`config.mk`:
```
export PLATFORM = sky130hd
export DESIGN_NAME = otq_ctrl
export DESIGN_NICKNAME = d
export VERILOG_FILES = /design/src/otq_pkg.sv /design/src/otq_ctrl.sv
export SDC_FILE = /design/constraint.sdc
export NUM_CORES = 1
export LEC_CHECK = 0
export CAP_MARGIN = 20
export CORE_AREA = 2 2 39 41
export DETAILED_ROUTE_END_ITERATION = 8
export DIE_AREA = 0 0 41 43
export DONT_BUFFER_PORTS = 1
export GPL_TIMING_DRIVEN = 0
export PLACE_DENSITY = 0.3
export RECOVER_POWER = 100
export REMOVE_ABC_BUFFERS = 1
export SYNTH_ARGS = -nofsm -noshare
export SYNTH_HDL_FRONTEND = slang
export SYNTH_SLANG_ARGS = --single-unit
```
`constraint.sdc`:
```
create_clock -name clk -period 2.25 [get_ports clk]
set_input_delay 0.45 -clock clk [delete_from_list [all_inputs] [get_ports clk]]
set_output_delay 0.45 -clock clk [all_outputs]
set_load 0.005 [all_outputs]
```
`src/otq_pkg.sv`:
```
// shared types and constants for the ordered timer queue
package otq_pkg;

  localparam int EXP_W = 48;
  localparam int ID_W  = 32;
  localparam int DLY_W = 32;

  typedef enum logic [1:0] {
    ACT_ADD   = 2'd0,
    ACT_DEL   = 2'd1,
    ACT_CHECK = 2'd2,
    ACT_QUERY = 2'd3
  } act_t;

  typedef enum logic [1:0] {
    ST_DONE      = 2'd0,
    ST_NOT_FOUND = 2'd1,
    ST_NOTHING   = 2'd2,
    ST_FULL      = 2'd3
  } stat_t;

  typedef enum logic [1:0] {
    S_IDLE   = 2'd0,
    S_SCAN   = 2'd1,
    S_DRAIN  = 2'd2,
    S_FINISH = 2'd3
  } state_t;

  typedef struct packed {
    logic start;
    logic issue;
    logic commit;
  } otq_cmd_t;

  typedef struct packed {
    logic issue_last;
    logic out_free;
  } otq_sts_t;

endpackage

```
`src/otq_ctrl.sv`:
```
// sequencing state machine for one timer operation
module otq_ctrl (
  input  logic              clk,
  input  logic              rst_n,
  input  logic              in_valid,
  output logic              in_ready,
  input  otq_pkg::otq_sts_t sts,
  output otq_pkg::otq_cmd_t cmd
);
  import otq_pkg::*;

  state_t state_r, state_nxt;

  always_ff @(posedge clk) begin
    if (!rst_n) begin
      state_r <= S_IDLE;
    end else begin
      state_r <= state_nxt;
    end
  end

  always_comb begin
    state_nxt = state_r;
    case (state_r)
      S_IDLE: begin
        if (in_valid) state_nxt = S_SCAN;
      end
      S_SCAN: begin
        if (sts.issue_last) state_nxt = S_DRAIN;
      end
      S_DRAIN: begin
        state_nxt = S_FINISH;
      end
      S_FINISH: begin
        if (sts.out_free) state_nxt = S_IDLE;
      end
      default: state_nxt = S_IDLE;
    endcase
  end

  always_comb begin
    in_ready   = 1'b0;
    cmd.start  = 1'b0;
    cmd.issue  = 1'b0;
    cmd.commit = 1'b0;
    case (state_r)
      S_IDLE: begin
        in_ready  = 1'b1;
        cmd.start = in_valid;
      end
      S_SCAN: begin
        cmd.issue = 1'b1;
      end
      S_DRAIN: begin
      end
      S_FINISH: begin
        cmd.commit = sts.out_free;
      end
      default: begin
      end
    endcase
  end

endmodule

```
==> results of run 1 <==
## final cells by class
class	instances	share of cell area
Multi-Input combinational cell	13	0.518
Sequential cell	2	0.188
Clock buffer	3	0.106
Inverter	5	0.0941
Tap cell	16	0.0941
## cell families (layout without fill, tap and decap cells)
logic type                 count (synthesis)  count (layout)  synth area share
buffers and inverters                      5               8             0.118
AOI/OAI and AO/OA                          2               2            0.0882
DFF                                        2               2             0.235
adders and majority gates                  4               4             0.294
muxes                                      2               2             0.118
and+or+nand+nor                            5               5             0.147
## where the power goes
group / total [uW] / internal [uW] / switching, uW
Clock: 78.6 / 58.8 / 19.8
Sequential: 68.1 / 52.2 / 16.0
Combinational: 110 / 50.7 / 59.1
## synth_stat cells (all sizes together)
| library cell | instances | area, um2 |
|---|---|---|
| dfxtp | 2 | 40.0 |
| ha | 4 | 50.1 |
| and2 | 2 | 13.8 |
| mux2i | 2 | 20.0 |
| inv | 4 | 15.0 |
| clkinvlp | 1 | 5.00 |
| nand2 | 3 | 11.3 |
| a222oi | 1 | 10.0 |
| o21ai | 1 | 5.00 |
## worst max-delay path: stages (launching register included)
cell and delay [ns]:
dfxtp_1 0.37, inv_1 0.08, ha_1 0.25, a222oi_1 0.56, mux2i_1 0.25
## stage by stage
| stage | area, um2 | power [uW] | hold slack [ns] |
|---|---|---|---|
| floorplan | 170 | 157 | 0.468 |
| global placement | 190 | 175 | 0.488 |
| detailed placement | 190 | 182 | 0.498 |
| CTS | 213 | 266 | 0.370 |
| global route | 213 | 296 | 0.381 |
| finish | 213 | 257 | 0.379 |
## path summary, 6_finish.rpt
kind                      startpoint                 endpoint  slack (ns)  cells after the start
min reg2reg  state_r[1]$_SDFFE_PN0P_  state_r[1]$_SDFFE_PN0P_        0.50                      2
max reg2reg  state_r[0]$_SDFFE_PN0P_  state_r[0]$_SDFFE_PN0P_        0.67                      4
min                            rst_n  state_r[1]$_SDFFE_PN0P_        0.38                      2
max          state_r[0]$_SDFFE_PN0P_  state_r[0]$_SDFFE_PN0P_        0.67                      4
## layer usage
metal  vias up  track usage
met5         -            0
met2        11       0.0500
li1         70            -
met1        61       0.0605
met3         0       0.0419
met4         0       0.0600
==> flow_metrics.py, run 1 <==
metrics = {
    "setup_path": {
        "arrival_ns": 1.73,
        "start_kind": "register",
        "path_class": "reg2reg",
        "endpoint_kind": "register",
        "cp.required_ns": 2.40,
        "crit_fanout": 4,
    },
    "grt": {
        "grt_usage": 0.0521,
        "antenna_found_initial": 0,
        "first_global_vias": 154,
        "gr-total-overflow": 0,
        "grt_max_degree": 5,
        "grt_first_pass_wirelength_um": 552,
    },
    "final_layout": {
        "area_growth_pct": 25.0,
        "largest_register": "state_r",
        "multi_input_area_um2": 110,
        "finalNetCount": 34,
        "utilization": 0.154,
        "drive_gt1_frac": 0.217,
        "largestRegisters": "state_r (2)",
        "fillers": 159,
        "final_cells": 39,
        "final_cell_mix": "4 x inv_1, 4 x ha_1, 3 x nand2_1, 3 x clkbuf_4",
        "largest_register_ffs": 2,
        "regArea_um2": 40.0,
        "num_antenna_cells": 0,
    },
    "floorplanning": {
        "dieArea_mm2": 0.00176,
        "io_pins": 9,
        "die_y_um": 43,
        "start_util": 0.123,
        "core_mm2": 0.00138,
        "fp-row-count": 14,
        "chipWidth_um": 41,
    },
    "route": {
        "routedWlPerCell_um": 8.15,
        "vias_per_cell": 3.64,
        "ant_nets": 0,
        "top_layer": "met3",
        "wl_met3_um": 55,
        "routedLengthMet1_um": 155,
        "drt_first_pass_iters": 4,
        "drtIter0Drc": 6,
        "wirelength_um": 318,
        "vias": 142,
        "drc": 0,
        "routed-wl-met2_um": 106,
    },
    "min_path": {
        "hp-class": "in2reg",
    },
    "synth": {
        "synth.distinct_cells": 10,
        "syn_inst": 20,
        "ys_ff_latch": 2,
        "ys_seq_area_frac": 0.235,
        "syn_avg_cell_area_um2": 8.51,
        "synth_area_um2": 170,
        "ys.warnings.count": 0,
    },
    "clock_tree": {
        "clockBufferDepth": 2,
        "htreeDepth": 1,
        "clock-root-buffer": "clkbuf_4",
        "clock_latency_ns": 0.22,
        "tritoncts": "built",
        "cts_sinks": 2,
        "clk_transition_reported_paths_ns": 0.03,
        "post_cts_buffers": 0,
        "cts_made_buffers": 3,
        "postCtsResizedCells": 0,
        "hold_buffers": 0,
    },
    "placed_design": {
        "place_inst": 36,
        "dp_hpwl_um": 253,
        "gp_congestion": 0.532,
        "pre_cts_ws_ns": 0.659,
        "port_buffers": 0,
    },
    "run_status": {
        "outcome": "finished, final reports clean",
    },
    "timing": {
        "rsz0062_at_grt": "no",
        "tightest_slew_ns": 0.571,
        "fin_crit_ns": 1.58,
        "fmax_ghz": 0.631,
        "min_period_over_period": 0.704,
        "setup_viol": 0,
        "slew_viol_final": 0,
        "setup_slack_ns": 0.666,
        "hold_viol_final": 0,
        "fin_worst_skew_ns": 0.00263,
        "setup_tns_ns": 0,
        "slew_headroom": 0.619,
    },
    "power": {
        "p_leak_uw": 0.000101,
        "powerDensity_mw_per_mm2": 1210,
        "ir_worst_vdd_mv": 0.338,
    },
    "job": {
        "max_cap_violations": 0,
    },
}
(Power assumes the default switching activity.)
==> run 2, diff against run 1 <==
- clock period: 2.25 -> 1.4 ns (I/O delays scaled with it)
==> run 2 against run 1 <==
Final cell count is 2.6% higher. Fmax grew 19%. Combinational power grew 130%. Wire length increased by 15%. Highest routed layer unchanged. Worst hold slack got worse by 0.18 ns. Critical path type unchanged.
==> flow_metrics.py, run 2 (synthesis gave the netlist of run 1 again) <==
metrics = {
    "clock_tree": {
        "clock_latency_ns": 0.22,
        "cts_made_buffers": 3,
        "clockBufferDepth": 2,
        "cts_sinks": 2,
        "clock-root-buffer": "clkbuf_4",
        "tritoncts": "built",
        "htreeDepth": 1,
        "clk_transition_reported_paths_ns": 0.03,
    },
    "floorplanning": {
        "core_mm2": 0.00138,
        "die_y_um": 43,
        "io_pins": 9,
        "fp-row-count": 14,
        "dieArea_mm2": 0.00176,
        "start_util": 0.123,
        "chipWidth_um": 41,
    },
    "final_layout": {
        "final_cells": 40,
        "area_growth_pct": 42.6,
        "regArea_um2": 47.5,
        "final_cell_mix": "3 x nand2_1, 3 x clkbuf_4",
        "largest_register_ffs": 2,
        "num_antenna_cells": 0,
        "multi_input_area_um2": 125,
        "fillers": 158,
        "drive_gt1_frac": 0.500,
        "utilization": 0.175,
        "largestRegisters": "state_r (2)",
        "design_area_um2": 243,
        "largest_register": "state_r",
        "finalNetCount": 35,
    },
    "route": {
        "vias": 147,
        "drt_first_pass_iters": 4,
        "drtIter0Drc": 8,
        "ant_nets": 0,
        "wirelength_um": 365,
        "drc": 0,
        "vias_per_cell": 3.68,
        "routedWlPerCell_um": 9.13,
    },
    "placed_design": {
        "gp_congestion": 0.532,
        "port_buffers": 0,
        "dp_hpwl_um": 253,
        "place_inst": 36,
        "dpl-instance-area_um2": 190,
    },
    "setup_path": {
        "endpoint_kind": "register",
        "path_class": "reg2reg",
        "crit_fanout": 4,
        "arrival_ns": 1.46,
        "rr_worst_depth": 5,
        "start_kind": "register",
        "cp.required_ns": 1.54,
        "ff2ff_setup_slack_ns": 0.07,
    },
    "grt": {
        "grt_first_pass_wirelength_um": 565,
        "grt_usage": 0.0531,
        "gr-total-overflow": 0,
        "antenna_found_initial": 0,
        "grt_max_degree": 5,
        "first_global_vias": 160,
    },
    "timing": {
        "hold_viol_final": 0,
        "tightest_slew_ns": 0.260,
        "fin_worst_skew_ns": 0.00222,
        "setup_viol": 0,
        "slew_viol_final": 0,
        "setup_tns_ns": 0,
        "fin_crit_ns": 1.33,
        "min_period_over_period": 0.947,
        "slew_headroom": 0.827,
        "fmax_ghz": 0.754,
        "fin_hold_ws_ns": 0.198,
    },
    "job": {
        "max_cap_violations": 0,
    },
    "min_path": {
        "hp-class": "in2reg",
        "min_path_cells": 2,
    },
    "power": {
        "p_leak_uw": 0.000107,
        "ir_worst_vdd_mv": 0.661,
        "powerDensity_mw_per_mm2": 2090,
    },
    "run_status": {
        "outcome": "finished, final reports clean",
    },
}
-- run 2: changes by cell type in the layout (fill, tap and decap cells not counted), sizes merged --
cell | previous run | this run
buf | 0 | 1
-- run 2: final cells by class --
cell class,count,share of cell area
multi-input combinational,13,0.515
timing repair buffer,1,0.0309
sequential,2,0.196
tap,16,0.0825
clock buffer,3,0.0928
inverter,5,0.0825
-- run 2: metrics by stage --
step	power [uW]	worst slack, ns
floorplan	253	0.0161
global placement	282	-0.112
detailed placement	292	-0.191
CTS	462	0.0138
global route	578	-0.00373
finish	506	0.0737
-- run 2: critical path: stages (launching register included) --
cell and delay [ns]:
dfxtp_4 0.35, inv_2 0.05, ha_2 0.18, a222oi_1 0.29, buf_4 0.18, mux2i_1 0.18
-- run 2: worst paths after layout --
| path | startpoint | end |
|---|---|---|
| max reg2reg | state_r[1]$_SDFFE_PN0P_ | state_r[0]$_SDFFE_PN0P_ |
| max | state_r[1]$_SDFFE_PN0P_ | state_r[0]$_SDFFE_PN0P_ |
| min reg2reg | state_r[1]$_SDFFE_PN0P_ | state_r[1]$_SDFFE_PN0P_ |
| min | rst_n | state_r[1]$_SDFFE_PN0P_ |
-- run 2: repair_timing --
item / CTS / global route
setup buffers: 1 / 0
hold buffers: 0 / 0
resized for setup: 3 / 6
endpoints found under the setup margin: 3 / 2
pin swaps: 1 / 2
-- run 2: routing by layer --
layer | GRT usage | share of wire
met1 | 0.0605 | 0.46
met2 | 0.0531 | 0.38
met3 | 0.0419 | 0.16
met4 | 0.0600 | 0
met5 | 0 | 0
-- run 2: where the power goes --
group          internal, uW  total, uW  leakage [uW]  switching, uW
sequential             99.2        131     0.0000178           31.4
combinational           133        250     0.0000752            117
clock                  94.5        126     0.0000138           31.5
total                   327        506      0.000107            180
==> run 3, diff against run 2 <==
- HOLD_SLACK_MARGIN: unset -> 0.05
- PLACE_DENSITY: 0.3 -> 0.32
==> run 3 against run 2 <==
Non-clock buffer count did not move. Largest power group unchanged. Final cell count did not move. Utilization did not move.
==> flow_metrics.py, run 3 (synthesis gave the netlist of run 1 again) <==
metrics = {
    "run_status": {
        "outcome": "finished, final reports clean",
    },
    "power": {
        "pwr-share-comb": 0.487,
        "seq_power_share": 0.263,
        "switching_power_uw": 177,
        "p_leak_uw": 0.000107,
        "p_clk_frac": 0.250,
        "p_int_uw": 324,
        "swShare": 0.354,
        "powerDensity_mw_per_mm2": 2070,
        "ir_worst_vdd_mv": 0.788,
    },
    "timing": {
        "slew_headroom": 0.816,
        "tightest_slew_ns": 0.276,
        "fmax_ghz": 0.743,
        "setup_tns_ns": 0,
        "rsz0062_at_grt": "yes",
        "setup_viol": 0,
        "hold_viol_final": 0,
        "fin_worst_skew_ns": 0.00219,
        "slew_viol_final": 0,
        "min_period_over_period": 0.961,
        "fin_crit_ns": 1.35,
    },
    "floorplanning": {
        "io_pins": 9,
        "fp-row-count": 14,
        "dieArea_mm2": 0.00176,
        "die_y_um": 43,
        "start_util": 0.123,
        "core_mm2": 0.00138,
        "chipWidth_um": 41,
    },
    "setup_path": {
        "endpoint_kind": "register",
        "critPathLaunch": "state_r[1]$_SDFFE_PN0P_",
        "arrival_ns": 1.48,
        "rr_startpoint": "state_r[1]$_SDFFE_PN0P_",
        "rr_worst_depth": 5,
        "cp.required_ns": 1.54,
        "crit_fanout": 4,
        "start_kind": "register",
        "path_class": "reg2reg",
    },
    "placed_design": {
        "port_buffers": 0,
        "dp_hpwl_um": 273,
        "place_inst": 36,
        "gp_congestion": 0.626,
    },
    "route": {
        "wirelength_um": 356,
        "vias": 148,
        "drt_first_pass_iters": 4,
        "routedWlPerCell_um": 8.90,
        "ant_nets": 0,
        "vias_per_cell": 3.70,
        "drtIter0Drc": 5,
        "drc": 0,
    },
    "grt": {
        "grt_max_degree": 5,
        "grt_first_pass_wirelength_um": 496,
        "grt_usage": 0.0431,
        "antenna_found_initial": 0,
        "gr-total-overflow": 0,
        "first_global_vias": 152,
    },
    "final_layout": {
        "largestRegisters": "state_r (2)",
        "final_cell_mix": "3 x nand2_1, 3 x clkbuf_4",
        "drive_gt1_frac": 0.500,
        "area_growth_pct": 42.6,
        "utilization": 0.175,
        "largest_register": "state_r",
        "num_antenna_cells": 0,
        "largest_register_ffs": 2,
        "final_cells": 40,
        "finalNetCount": 35,
    },
    "clock_tree": {
        "cts_made_buffers": 3,
        "clock-root-buffer": "clkbuf_4",
        "cts_sinks": 2,
        "clockBufferDepth": 2,
        "clk_transition_reported_paths_ns": 0.03,
        "hold_buffers": 0,
        "htreeDepth": 1,
        "tritoncts": "built",
        "clock_latency_ns": 0.22,
    },
    "min_path": {
        "min_from": "rst_n",
        "min_path_cells": 2,
        "hp-class": "in2reg",
    },
    "job": {
        "max_cap_violations": 0,
    },
}
run 3: path summary, 6_finish.rpt:
check                                                to  slack [ns]
worst max-delay path            state_r[0]$_SDFFE_PN0P_        0.05
worst min-delay path            state_r[1]$_SDFFE_PN0P_        0.20
worst max register to register  state_r[0]$_SDFFE_PN0P_        0.05
worst min register to register  state_r[1]$_SDFFE_PN0P_        0.50
run 3: critical path: stages, from the launching register on:
cell and delay (ns):
dfxtp_4 0.35, inv_2 0.05, ha_2 0.18, a222oi_1 0.31, buf_4 0.19, mux2i_1 0.18
run 3: cell type report:
| class | instances | area, um2 |
|---|---|---|
| well taps | 16 | 20.0 |
| flip-flops and latches | 2 | 47.5 |
| multi-input cells | 13 | 125 |
| clock buffers | 3 | 22.5 |
| inverters | 5 | 20.0 |
| repair buffers | 1 | 7.51 |
| fillers | 153 | 1140 |
run 3: routing by layer:
layer | global-route usage | share of wire
met4 | 0.0400 | 0
met1 | 0.0543 | 0.46
met3 | 0.0157 | 0.14
met5 | 0 | 0
met2 | 0.0531 | 0.40
run 3: what timing repair did:
item	4_1_cts	5_1_grt
gates resized for setup	3	6
pin swaps	1	1
endpoints found under the setup margin	3	2
setup buffers	1	0
hold endpoints to repair	0	0
run 3: power groups by stage:
stage	sequential, uW	combinational, uW	clock [uW]
after global routing	137	279	137
after CTS	116	212	136
after floorplan	105	148	0
after global placement	109	173	0
after detailed placement	111	183	0
final	132	244	125
run 3: through the flow:
step,setup slack [ns],hold WS [ns],instance area (um2),total power [uW]
4_1_cts,0.00184,0.197,225,465
3_3_place_gp,-0.113,0.436,190,282
2_1_floorplan,0.0161,0.426,170,253
5_1_grt,-0.0222,0.218,243,553
3_5_place_dp,-0.192,0.447,190,294
6_report,0.0539,0.201,243,501
